$ cat config.mk
export PLATFORM = sky130hd
export DESIGN_NAME = ecg_baseline_iir_filter_unit_flat
export DESIGN_NICKNAME = d
export VERILOG_FILES = /design/src/ebf_pkg.sv /design/src/ebf_channel_if.sv /design/src/ecg_baseline_iir_filter_unit.sv /design/src/flat_wrapper.sv
export SDC_FILE = /design/constraint.sdc
export NUM_CORES = 2
export LEC_CHECK = 0
export BUFFER_PORTS_ARGS = -buffer_cell sky130_fd_sc_hd__buf_4
export CORE_MARGIN = 4
export CORE_UTILIZATION = 45
export DETAILED_ROUTE_END_ITERATION = 8
export PLACE_DENSITY = 0.69
export RECOVER_POWER = 100
export SETUP_SLACK_MARGIN = 0.1
export SLEW_MARGIN = 10
export SYNTH_ARGS = -nofsm -noshare
export SYNTH_HDL_FRONTEND = slang
export SYNTH_SLANG_ARGS = --single-unit
$ cat constraint.sdc
create_clock -name clk -period 15.37 [get_ports clk]
set_clock_uncertainty 0.1 [all_clocks]
set_input_delay 3.8425 -clock clk [delete_from_list [all_inputs] [get_ports clk]]
set_output_delay 3.8425 -clock clk [all_outputs]
set_load 0.02 [all_outputs]
$ cat src/ebf_pkg.sv
// Shared constants, types and the microcode program of the ECG baseline IIR filter.
package ebf_pkg;

  localparam int SAMPLE_W   = 16;
  localparam int RESULT_W   = 32;
  localparam int TAP_W      = 32;
  localparam int WEIGHT_W   = 16;
  localparam int CFG_IDX_W  = 3;
  localparam int CFG_DATA_W = 32;
  localparam int FRAC_W     = 16;
  localparam int HIST_W     = 40;
  localparam int BASE_W     = 33;
  localparam int COEF_W     = TAP_W + 1;
  localparam int OPND_W     = HIST_W - FRAC_W + 1;
  localparam int PROD_W     = COEF_W + OPND_W;
  localparam int ACC_W      = 74;
  localparam int BASE_LSB   = FRAC_W;
  localparam int BASE_MSB   = BASE_LSB + BASE_W - 1;
  localparam int Y_LSB      = 27;
  localparam int Y_MSB      = Y_LSB + HIST_W - 1;
  localparam int OUT_SH     = 8;
  localparam int STEP_W     = 5;

  localparam logic [STEP_W-1:0] STEP_LAST = 5'd22;

  localparam logic signed [TAP_W-1:0]  FF_TAP0_RST = 32'sd456340;
  localparam logic signed [TAP_W-1:0]  FF_TAP2_RST = -32'sd912681;
  localparam logic signed [TAP_W-1:0]  FF_TAP4_RST = 32'sd456340;
  localparam logic signed [TAP_W-1:0]  FB_TAP1_RST = -32'sd493773600;
  localparam logic signed [TAP_W-1:0]  FB_TAP2_RST = 32'sd695207566;
  localparam logic signed [TAP_W-1:0]  FB_TAP3_RST = -32'sd443696965;
  localparam logic signed [TAP_W-1:0]  FB_TAP4_RST = 32'sd108179489;
  localparam logic [WEIGHT_W-1:0]      WEIGHT_RST  = 16'd328;

  typedef enum logic [CFG_IDX_W-1:0] {
    CFG_FF_TAP0         = 3'd0,
    CFG_FF_TAP2         = 3'd1,
    CFG_FF_TAP4         = 3'd2,
    CFG_FB_TAP1         = 3'd3,
    CFG_FB_TAP2         = 3'd4,
    CFG_FB_TAP3         = 3'd5,
    CFG_FB_TAP4         = 3'd6,
    CFG_BASELINE_WEIGHT = 3'd7
  } cfg_reg_t;

  typedef enum logic [2:0] {
    CSEL_WEIGHT, CSEL_B0, CSEL_B2, CSEL_B4, CSEL_A1, CSEL_A2, CSEL_A3, CSEL_A4
  } coef_sel_t;

  typedef enum logic [2:0] {
    SSEL_X, SSEL_XH1, SSEL_XH3, SSEL_YH0, SSEL_YH1, SSEL_YH2, SSEL_YH3
  } src_sel_t;

  typedef enum logic [2:0] {
    ACT_NONE, ACT_START, ACT_BASE, ACT_XLOAD, ACT_FINISH, ACT_EMIT
  } act_t;

  typedef enum logic [1:0] {
    HOLD_NONE, HOLD_IN, HOLD_OUT
  } hold_t;

  typedef struct packed {
    logic      mul_en;
    coef_sel_t coef;
    src_sel_t  src;
    logic      part_hi;
    act_t      act;
    hold_t     hold;
    logic      last;
  } ctrl_t;

  localparam ctrl_t CW_NOP = '{
    mul_en: 1'b0, coef: CSEL_WEIGHT, src: SSEL_X, part_hi: 1'b0,
    act: ACT_NONE, hold: HOLD_NONE, last: 1'b0
  };

  function automatic ctrl_t mul_word(input coef_sel_t coef, input src_sel_t src,
                                     input logic part_hi);
    ctrl_t cw;
    cw         = CW_NOP;
    cw.mul_en  = 1'b1;
    cw.coef    = coef;
    cw.src     = src;
    cw.part_hi = part_hi;
    return cw;
  endfunction

  function automatic ctrl_t act_word(input act_t act, input hold_t hold, input logic last);
    ctrl_t cw;
    cw      = CW_NOP;
    cw.act  = act;
    cw.hold = hold;
    cw.last = last;
    return cw;
  endfunction

  function automatic ctrl_t ucode(input logic [STEP_W-1:0] step);
    ctrl_t cw;
    unique case (step)
      5'd0:  cw = act_word(ACT_START, HOLD_IN, 1'b0);
      5'd1:  cw = mul_word(CSEL_WEIGHT, SSEL_X, 1'b0);
      5'd2:  cw = mul_word(CSEL_WEIGHT, SSEL_X, 1'b1);
      5'd3:  cw = CW_NOP;
      5'd4:  cw = act_word(ACT_BASE, HOLD_NONE, 1'b0);
      5'd5:  cw = act_word(ACT_XLOAD, HOLD_NONE, 1'b0);
      5'd6:  cw = mul_word(CSEL_B0, SSEL_X, 1'b0);
      5'd7:  cw = mul_word(CSEL_B0, SSEL_X, 1'b1);
      5'd8:  cw = mul_word(CSEL_B2, SSEL_XH1, 1'b0);
      5'd9:  cw = mul_word(CSEL_B2, SSEL_XH1, 1'b1);
      5'd10: cw = mul_word(CSEL_B4, SSEL_XH3, 1'b0);
      5'd11: cw = mul_word(CSEL_B4, SSEL_XH3, 1'b1);
      5'd12: cw = mul_word(CSEL_A1, SSEL_YH0, 1'b0);
      5'd13: cw = mul_word(CSEL_A1, SSEL_YH0, 1'b1);
      5'd14: cw = mul_word(CSEL_A2, SSEL_YH1, 1'b0);
      5'd15: cw = mul_word(CSEL_A2, SSEL_YH1, 1'b1);
      5'd16: cw = mul_word(CSEL_A3, SSEL_YH2, 1'b0);
      5'd17: cw = mul_word(CSEL_A3, SSEL_YH2, 1'b1);
      5'd18: cw = mul_word(CSEL_A4, SSEL_YH3, 1'b0);
      5'd19: cw = mul_word(CSEL_A4, SSEL_YH3, 1'b1);
      5'd20: cw = CW_NOP;
      5'd21: cw = act_word(ACT_FINISH, HOLD_NONE, 1'b0);
      5'd22: cw = act_word(ACT_EMIT, HOLD_OUT, 1'b1);
      default: cw = act_word(ACT_NONE, HOLD_NONE, 1'b1);
    endcase
    return cw;
  endfunction

endpackage

$ cat src/ebf_channel_if.sv
// Valid/ready channel interfaces for samples in and filtered samples out.
interface ebf_sample_if;
  import ebf_pkg::*;
  logic                       valid;
  logic                       ready;
  logic signed [SAMPLE_W-1:0] sample_in;
  modport source (output valid, output sample_in, input ready);
  modport sink (input valid, input sample_in, output ready);
endinterface

interface ebf_result_if;
  import ebf_pkg::*;
  logic                       valid;
  logic                       ready;
  logic signed [RESULT_W-1:0] filtered_out;
  modport source (output valid, output filtered_out, input ready);
  modport sink (input valid, input filtered_out, output ready);
endinterface

$ cat src/ecg_baseline_iir_filter_unit.sv
// ECG baseline removal and fourth-order IIR filter on one shared 33x25 multiply-accumulate.
// A sample is taken at step 0; its result is loaded into the output register at the last step.
// A new sample is taken only after the whole 23-step microcode program, which runs
//   16 multiplies (2 baseline, 14 filter) through the single multiplier and accumulator.
// The output register frees the result side: a stalled result holds only the last step.
// Reset: synchronous, active high; restores default coefficients, zeroes baseline and history.
module ecg_baseline_iir_filter_unit (
  input  logic                             clk,
  input  logic                             rst,
  ebf_sample_if.sink                       sample,
  ebf_result_if.source                     result,
  input  logic                             cfg_we,
  input  logic [ebf_pkg::CFG_IDX_W-1:0]    cfg_index,
  input  logic [ebf_pkg::CFG_DATA_W-1:0]   cfg_wdata
);
  import ebf_pkg::*;

  logic signed [TAP_W-1:0]    ff_tap0, ff_tap2, ff_tap4;
  logic signed [TAP_W-1:0]    fb_tap1, fb_tap2, fb_tap3, fb_tap4;
  logic [WEIGHT_W-1:0]        baseline_weight;

  logic [STEP_W-1:0]          step;
  ctrl_t                      cw;
  logic                       adv;
  logic                       out_free;

  logic signed [SAMPLE_W-1:0] sample_q;
  logic signed [BASE_W-1:0]   baseline;
  logic signed [HIST_W-1:0]   xval;
  logic signed [HIST_W-1:0]   xh [4];
  logic signed [HIST_W-1:0]   yh [4];

  logic signed [COEF_W-1:0]   coef;
  logic signed [HIST_W-1:0]   src_val;
  logic signed [OPND_W-1:0]   opnd;
  logic signed [PROD_W-1:0]   prod;
  logic                       prod_acc;
  logic                       prod_sh;
  logic signed [ACC_W-1:0]    acc;
  logic signed [ACC_W-1:0]    prod_ext;

  logic signed [BASE_W-1:0]   base_new;
  logic signed [HIST_W-1:0]   y_new;
  logic signed [HIST_W:0]     out_rnd;
  logic signed [RESULT_W:0]   out_q;
  logic signed [RESULT_W-1:0] out_sat;

  logic signed [HIST_W-1:0]   start_diff;
  logic signed [HIST_W-1:0]   x_new;

  logic                       out_valid;
  logic signed [RESULT_W-1:0] out_data;

  // configuration registers
  always_ff @(posedge clk) begin
    if (rst) begin
      ff_tap0         <= FF_TAP0_RST;
      ff_tap2         <= FF_TAP2_RST;
      ff_tap4         <= FF_TAP4_RST;
      fb_tap1         <= FB_TAP1_RST;
      fb_tap2         <= FB_TAP2_RST;
      fb_tap3         <= FB_TAP3_RST;
      fb_tap4         <= FB_TAP4_RST;
      baseline_weight <= WEIGHT_RST;
    end else if (cfg_we) begin
      unique case (cfg_reg_t'(cfg_index))
        CFG_FF_TAP0:         ff_tap0 <= cfg_wdata[TAP_W-1:0];
        CFG_FF_TAP2:         ff_tap2 <= cfg_wdata[TAP_W-1:0];
        CFG_FF_TAP4:         ff_tap4 <= cfg_wdata[TAP_W-1:0];
        CFG_FB_TAP1:         fb_tap1 <= cfg_wdata[TAP_W-1:0];
        CFG_FB_TAP2:         fb_tap2 <= cfg_wdata[TAP_W-1:0];
        CFG_FB_TAP3:         fb_tap3 <= cfg_wdata[TAP_W-1:0];
        CFG_FB_TAP4:         fb_tap4 <= cfg_wdata[TAP_W-1:0];
        CFG_BASELINE_WEIGHT: baseline_weight <= cfg_wdata[WEIGHT_W-1:0];
        default: ;
      endcase
    end
  end

  // sequencer
  assign cw       = ucode(step);
  assign out_free = !out_valid || result.ready;
  assign adv      = !((cw.hold == HOLD_IN) && !sample.valid) &&
                    !((cw.hold == HOLD_OUT) && !out_free);
  assign sample.ready = (cw.hold == HOLD_IN);

  always_ff @(posedge clk) begin
    if (rst) begin
      step <= '0;
    end else if (adv) begin
      step <= cw.last ? '0 : step + 1'b1;
    end
  end

  // multiplier operands
  always_comb begin
    case (cw.coef)
      CSEL_WEIGHT: coef = $signed({{(COEF_W-WEIGHT_W){1'b0}}, baseline_weight});
      CSEL_B0:     coef = {ff_tap0[TAP_W-1], ff_tap0};
      CSEL_B2:     coef = {ff_tap2[TAP_W-1], ff_tap2};
      CSEL_B4:     coef = {ff_tap4[TAP_W-1], ff_tap4};
      CSEL_A1:     coef = -{fb_tap1[TAP_W-1], fb_tap1};
      CSEL_A2:     coef = -{fb_tap2[TAP_W-1], fb_tap2};
      CSEL_A3:     coef = -{fb_tap3[TAP_W-1], fb_tap3};
      CSEL_A4:     coef = -{fb_tap4[TAP_W-1], fb_tap4};
      default:     coef = '0;
    endcase
    case (cw.src)
      SSEL_X:   src_val = xval;
      SSEL_XH1: src_val = xh[1];
      SSEL_XH3: src_val = xh[3];
      SSEL_YH0: src_val = yh[0];
      SSEL_YH1: src_val = yh[1];
      SSEL_YH2: src_val = yh[2];
      SSEL_YH3: src_val = yh[3];
      default:  src_val = '0;
    endcase
    opnd = cw.part_hi ? {src_val[HIST_W-1], src_val[HIST_W-1:FRAC_W]}
                      : $signed({{(OPND_W-FRAC_W){1'b0}}, src_val[FRAC_W-1:0]});
  end

  always_ff @(posedge clk) begin
    if (rst) begin
      prod_acc <= 1'b0;
    end else begin
      prod_acc <= cw.mul_en;
    end
  end

  always_ff @(posedge clk) begin
    prod    <= coef * opnd;
    prod_sh <= cw.part_hi;
  end

  assign prod_ext = prod_sh ? {prod, {FRAC_W{1'b0}}}
                            : {{(ACC_W-PROD_W){prod[PROD_W-1]}}, prod};

  // rounding and saturation
  always_comb begin
    if ((&acc[ACC_W-1:BASE_MSB]) || !(|acc[ACC_W-1:BASE_MSB])) begin
      base_new = acc[BASE_MSB:BASE_LSB];
    end else begin
      base_new = acc[ACC_W-1] ? {1'b1, {(BASE_W-1){1'b0}}} : {1'b0, {(BASE_W-1){1'b1}}};
    end
    if ((&acc[ACC_W-1:Y_MSB]) || !(|acc[ACC_W-1:Y_MSB])) begin
      y_new = acc[Y_MSB:Y_LSB];
    end else begin
      y_new = acc[ACC_W-1] ? {1'b1, {(HIST_W-1){1'b0}}} : {1'b0, {(HIST_W-1){1'b1}}};
    end
    out_rnd = {yh[0][HIST_W-1], yh[0]} + (HIST_W+1)'(1 << (OUT_SH-1));
    out_q   = out_rnd[HIST_W:OUT_SH];
    if (out_q[RESULT_W] == out_q[RESULT_W-1]) begin
      out_sat = out_q[RESULT_W-1:0];
    end else begin
      out_sat = out_q[RESULT_W] ? {1'b1, {(RESULT_W-1){1'b0}}}
                                : {1'b0, {(RESULT_W-1){1'b1}}};
    end
  end

  assign start_diff = {{(HIST_W-SAMPLE_W-FRAC_W){sample.sample_in[SAMPLE_W-1]}},
                       sample.sample_in, {FRAC_W{1'b0}}}
                    - {{(HIST_W-BASE_W){baseline[BASE_W-1]}}, baseline};
  assign x_new      = {{(HIST_W-SAMPLE_W-FRAC_W){sample_q[SAMPLE_W-1]}},
                       sample_q, {FRAC_W{1'b0}}}
                    - {{(HIST_W-BASE_W){baseline[BASE_W-1]}}, baseline};

  // datapath: sample, operand and accumulator
  always_ff @(posedge clk) begin
    if (cw.act == ACT_START && adv) begin
      sample_q <= sample.sample_in;
      xval     <= start_diff;
      acc      <= {{(ACC_W-BASE_W-FRAC_W){baseline[BASE_W-1]}}, baseline, 1'b1,
                   {(FRAC_W-1){1'b0}}};
    end else if (cw.act == ACT_XLOAD) begin
      xval <= x_new;
      acc  <= ACC_W'(1) << (Y_LSB - 1);
    end else if (prod_acc) begin
      acc <= acc + prod_ext;
    end
  end

  // baseline and history
  always_ff @(posedge clk) begin
    if (rst) begin
      baseline <= '0;
      for (int i = 0; i < 4; i++) begin
        xh[i] <= '0;
        yh[i] <= '0;
      end
    end else begin
      if (cw.act == ACT_BASE) begin
        baseline <= base_new;
      end
      if (cw.act == ACT_FINISH) begin
        for (int i = 3; i > 0; i--) begin
          xh[i] <= xh[i-1];
          yh[i] <= yh[i-1];
        end
        xh[0] <= xval;
        yh[0] <= y_new;
      end
    end
  end

  // output register
  always_ff @(posedge clk) begin
    if (rst) begin
      out_valid <= 1'b0;
    end else if (cw.act == ACT_EMIT && adv) begin
      out_valid <= 1'b1;
    end else if (result.ready) begin
      out_valid <= 1'b0;
    end
  end

  always_ff @(posedge clk) begin
    if (cw.act == ACT_EMIT && adv) begin
      out_data <= out_sat;
    end
  end

  assign result.valid        = out_valid;
  assign result.filtered_out = out_data;

  a_step_range: assert property (@(posedge clk) disable iff (rst)
    step <= STEP_LAST)
    else $error("sequencer step beyond program end");

  a_start_to_step1: assert property (@(posedge clk) disable iff (rst)
    (sample.valid && sample.ready) |=> (step == 5'd1))
    else $error("sample transfer did not start the program");

  a_no_acc_clash: assert property (@(posedge clk) disable iff (rst)
    !(prod_acc && ((cw.act == ACT_XLOAD) || (cw.act == ACT_START && adv))))
    else $error("accumulate collides with accumulator preload");

  a_emit_valid: assert property (@(posedge clk) disable iff (rst)
    (cw.act == ACT_EMIT && adv) |=> (out_valid && step == 5'd0))
    else $error("emit step did not load the output register");

  a_ready_only_idle: assert property (@(posedge clk) disable iff (rst)
    sample.ready |-> !out_valid || $past(cw.act == ACT_EMIT) || step == 5'd0)
    else $error("sample ready outside the wait step");

endmodule

$ cat src/flat_wrapper.sv
// flat-port wrapper written by rule: the top's interface ports become plain ports
module ecg_baseline_iir_filter_unit_flat import ebf_pkg::*;
  (clk, rst, cfg_we, cfg_index, cfg_wdata, sample_valid, sample_sample_in, sample_ready, result_valid, result_filtered_out, result_ready);
  ebf_sample_if sample_i ();
  ebf_result_if result_i ();
  input  logic clk;
  input  logic rst;
  input  logic cfg_we;
  input  logic [ebf_pkg::CFG_IDX_W-1:0] cfg_index;
  input  logic [ebf_pkg::CFG_DATA_W-1:0] cfg_wdata;
  input wire logic [$bits(sample_i.valid)-1:0] sample_valid;
  input wire logic [$bits(sample_i.sample_in)-1:0] sample_sample_in;
  output wire logic [$bits(sample_i.ready)-1:0] sample_ready;
  output wire logic [$bits(result_i.valid)-1:0] result_valid;
  output wire logic [$bits(result_i.filtered_out)-1:0] result_filtered_out;
  input wire logic [$bits(result_i.ready)-1:0] result_ready;
  assign sample_i.valid = sample_valid;
  assign sample_i.sample_in = sample_sample_in;
  assign sample_ready = sample_i.ready;
  assign result_valid = result_i.valid;
  assign result_filtered_out = result_i.filtered_out;
  assign result_i.ready = result_ready;
  ecg_baseline_iir_filter_unit u_core (.clk(clk), .rst(rst), .sample(sample_i), .result(result_i), .cfg_we(cfg_we), .cfg_index(cfg_index), .cfg_wdata(cfg_wdata));
endmodule
==> metrics.md <==
| Metric | Value |
|---|---|
| Result of the run | finished with violations |
| Violated checks | max-capacitance violations, max-slew violations |
| Cell with the most instances after synthesis | sky130_fd_sc_hd__nand2_1 |
| Min setup slack post-route | between 2 and 3 ns |
| Number of enable flip-flop cells after synthesis | between 400 and 500 |
| Max incr delay on CP | approximately 2.2 ns |
| Hold_ws | approximately 0.34 ns |
| Data arrival time of the critical path | between 10 and 15 ns |
| Top cells by area, synth | sky130_fd_sc_hd__fa_1 24%, sky130_fd_sc_hd__edfxtp_1 19%, sky130_fd_sc_hd__dfxtp_1 11% |
| Kind of capture point of the worst setup path | flip-flop |
| Final layout net count | roughly 8.6k |
| Most numerous cell types in the synthesized netlist | 1147 x sky130_fd_sc_hd__nand2_1, 970 x sky130_fd_sc_hd__inv_1, 844 x sky130_fd_sc_hd__fa_1 |
| Worst setup path category | flip-flop to flip-flop |
| Critical path depth in cells | 28 |
| Die W | 403 um |
| Number of buffers inserted for hold repair after clock tree synthesis | 0 |
| Maximum number of pins on one net before global-route repair | ~260 |
| Syn Inst Count | 7600 |
| Total of fill cells in the finished design | 14.3k |
| Die boundary height | between 400 and 500 um |
| Fmax achieved | ~0.078 GHz |
| Data required time of the worst path | 15.93 ns |
| Overall routing resource usage | approximately 25% |
| CP delay by family, top | adder cells |
| Buffer and inverter count on the worst path | 7 |
| Count of max-cap constraint violations | 17 |
| Slowest stage cell, crit path | sky130_fd_sc_hd__clkbuf_1 |
| Netlist area before placement | between 0.07 and 0.08 mm^2 |
| Average via count per standard cell | 5.62 |
| Number of levels in the clock H-tree | 3 |
| Yosys top cell area share | roughly a quarter |
| Worst slew margin | -474% |
| Final RePlAce weighted congestion | approximately 0.94 |
| Final count of pins violating max slew | roughly 1.2k |
| Number of design rule violations left after detail routing | 0 |
| Path depth of the worst reg2reg path | 28 |
| Synth area leader | sky130_fd_sc_hd__fa_1 |
| Highest fanout seen on the critical path | 44 |
| Transition at the pin with the smallest max-transition slack | roughly 8.6 ns |
| Final setup viols | 0 |
| Worst setup SP type | flip-flop |
| Power density over cell area | around 150 mW/mm^2 |
| Post-detailed-placement half-perimeter wirelength | between 150000 and 200000 um |
| Source of the worst register-to-register timing path | u_core.cw[7]$_DFF_P_ |
| Count of instances resized after the clock tree is built | 0 |
| Launch point of the worst path | u_core.cw[7]$_DFF_P_ |
| Static leakage power | 32.6 nW |
| Wire length of the first global-routing pass | 323000 um |
| Layout overhead on the synthesized area | 7.78% |
| Number of library cell types mapped by synthesis | 86 |
| Core area | roughly 0.15 mm^2 |
| Count of yosys warnings during synthesis | 0 |
| Initial DRC Count | 4642 |
| Setup Total Neg Slack | 0 ns |
| Top-level I/O count | 90 |
| Total wirelength of the detailed-routed design | 208000 um |
| Number of detailed-routing iterations run before antenna repair | 6 |
| Net Count, Synth | around 9k |
| Worst voltage drop across the vdd grid | 257 uV |
| Count of input and output buffers | 89 |
| Part of the Yosys area used for sequential elements | 29.1% |
| Number of sinks driven by the clock tree | 805 |
| Effective utilization at floorplan | 45.5% |
| Number of buffers inserted by post-CTS setup repair | 0 |
| Initial antenna violation count | 3 |
| Place WS | around 3.4 ns |
| Critical Path Sink | u_core.prod[55]$_DFF_P_ |
| Number of nets still failing antenna checks after routing | 0 |
| Total global routing overflow | 0 |
| Average wire per cell in the routed design | approximately 22 um |
| Post-synthesis sequential element count | 805 |
| Total number of vias | between 50k and 60k |
| Most frequently used flop master after synthesis | sky130_fd_sc_hd__edfxtp_1 |
| TritonCTS Buffers | 89 |
| Clock slew at reported path FFs | roughly 0.060 ns |
| Die area | approximately 0.16 mm^2 |
| Flop2flop setup slack | roughly 2.6 ns |
| TritonCTS clock tree | built |
| # rows | approximately 140 |
| Clock Root Buffer | sky130_fd_sc_hd__clkbuf_16 |
| Most used cell along the critical path | sky130_fd_sc_hd__fa_1 |
| Worst-Skew Late Latency | between 0.7 and 0.8 ns |
| Fraction of layout cells with a size suffix above 1 | ~6.4% |
| Path class of the lowest-slack min-delay path | flip-flop to flip-flop |
| Critical register-to-register path endpoint | u_core.prod[55]$_DFF_P_ |
| Share of synthesized registers carrying an async set or reset | 0% |
| Number of global-route vias before repair | 55.2k |
| Unrepaired setup endpoints after global routing | no |
| Clk buf depth | 3 |
| Crit share post-route | roughly 83% |
| Final critical-path required period | 12.82 ns |
| Final hold vios | 0 |
| Synth Area per Inst | 9.26 um^2 |
routing by layer:
layer	track usage (%)	vias to the layer above	wire [um]	share of wire, %
met5	0	-	23	0.011
met4	12.0	4	11400	5.5
met3	4.91	538	16900	8.1
met2	40.8	2303	95200	46
met1	33.2	26683	84500	41
li1	-	24366	-	-
registers in the layout, indices dropped and copies added, names as in the netlist, 33 cells and up:
name and cells:
u_core.baseline 33, u_core.xh 136, u_core.yh 160, u_core.xval 34
u_core.prod 58, u_core.acc 74
cell type report:
cell class / count / area, um^2 / area share (%)
Clock buffer: 118 / 2430 / 3.20
Sequential cell: 805 / 20500 / 27.0
Tap cell: 2044 / 2560 / 3.37
Clock inverter: 48 / 507 / 0.668
Multi-Input combinational cell: 5394 / 44800 / 59.1
Inverter: 971 / 3640 / 4.81
Antenna cell: 1 / 2.50 / 0.00330
Timing Repair Buffer: 209 / 1350 / 1.78
cells by family (layout without fill, tap and decap cells):
group | after synthesis | after routing | share of synthesized area [%]
other | 0 | 1 | 0
multiplexers | 195 | 195 | 3.32
XOR/XNOR | 299 | 299 | 3.72
AND/OR/NAND/NOR | 2716 | 2716 | 18.1
AO/OA/AOI/OAI | 1080 | 1080 | 9.55
flip-flops | 805 | 805 | 29.1
adder cells (fa/ha/maj) | 1104 | 1104 | 28.6
buffers and inverters | 1401 | 1346 | 7.51
layout by cell type (no fill, tap or decap), types with 139 or more instances in the layout:
| cell | instances |
|---|---|
| sky130_fd_sc_hd__a21oi_1 | 350 |
| sky130_fd_sc_hd__and2_0 | 155 |
| sky130_fd_sc_hd__and2_1 | 181 |
| sky130_fd_sc_hd__buf_4 | 139 |
| sky130_fd_sc_hd__dfxtp_1 | 362 |
| sky130_fd_sc_hd__edfxtp_1 | 436 |
| sky130_fd_sc_hd__fa_1 | 844 |
| sky130_fd_sc_hd__ha_1 | 260 |
| sky130_fd_sc_hd__inv_1 | 970 |
| sky130_fd_sc_hd__nand2_1 | 1147 |
| sky130_fd_sc_hd__nor2_1 | 589 |
| sky130_fd_sc_hd__o21ai_0 | 254 |
| sky130_fd_sc_hd__xnor2_1 | 181 |
worst reg2reg max path: cells and delay by family, from the launching register on:
family / cells / cell delay [ns]
adders and majority gates: 8 / 3.77
buffers and inverters: 7 / 3.74
and+or+nand+nor: 6 / 2.71
AOI/OAI and AO/OA: 6 / 1.50
DFF: 1 / 0.75
muxes: 1 / 0.18
through the flow:
stage / power, mW / instance area (um^2) / util [%] / cells
floorplan: 7.42 / 70300 / - / 7600
global placement: 9.15 / 73200 / 47.3 / 9423
detailed placement: 9.28 / 73200 / 47.3 / 9423
CTS: 11.5 / 76100 / 49.2 / 9589
global route: 12.4 / 75800 / 49.0 / 9589
finish: 11.5 / 75800 / 49.0 / 9590
report_power, final:
| part | leakage, nW | switching, mW | internal [mW] |
|---|---|---|---|
| clock | 1.43 | 0.963 | 1.18 |
| sequential | 7.44 | 0.284 | 2.67 |
| combinational | 23.7 | 3.99 | 2.41 |
how the worst min path moves through the flow:
stage	startpoint	end	slack, ns	cells past startpoint
floorplan	u_core.cw[6]$_DFF_P_	u_core.prod_sh$_DFF_P_	0.24	0
global placement	u_core.cw[13]$_DFF_P_	u_core.prod_acc$_SDFF_PP0_	0.33	1
detailed placement	u_core.cw[13]$_DFF_P_	u_core.prod_acc$_SDFF_PP0_	0.33	1
CTS	u_core.cw[6]$_DFF_P_	u_core.prod_sh$_DFF_P_	0.35	0
global route	u_core.cw[6]$_DFF_P_	u_core.prod_sh$_DFF_P_	0.36	0
finish	u_core.cw[13]$_DFF_P_	u_core.prod_acc$_SDFF_PP0_	0.34	1
Note: power is estimated with default switching activity, not from simulation.
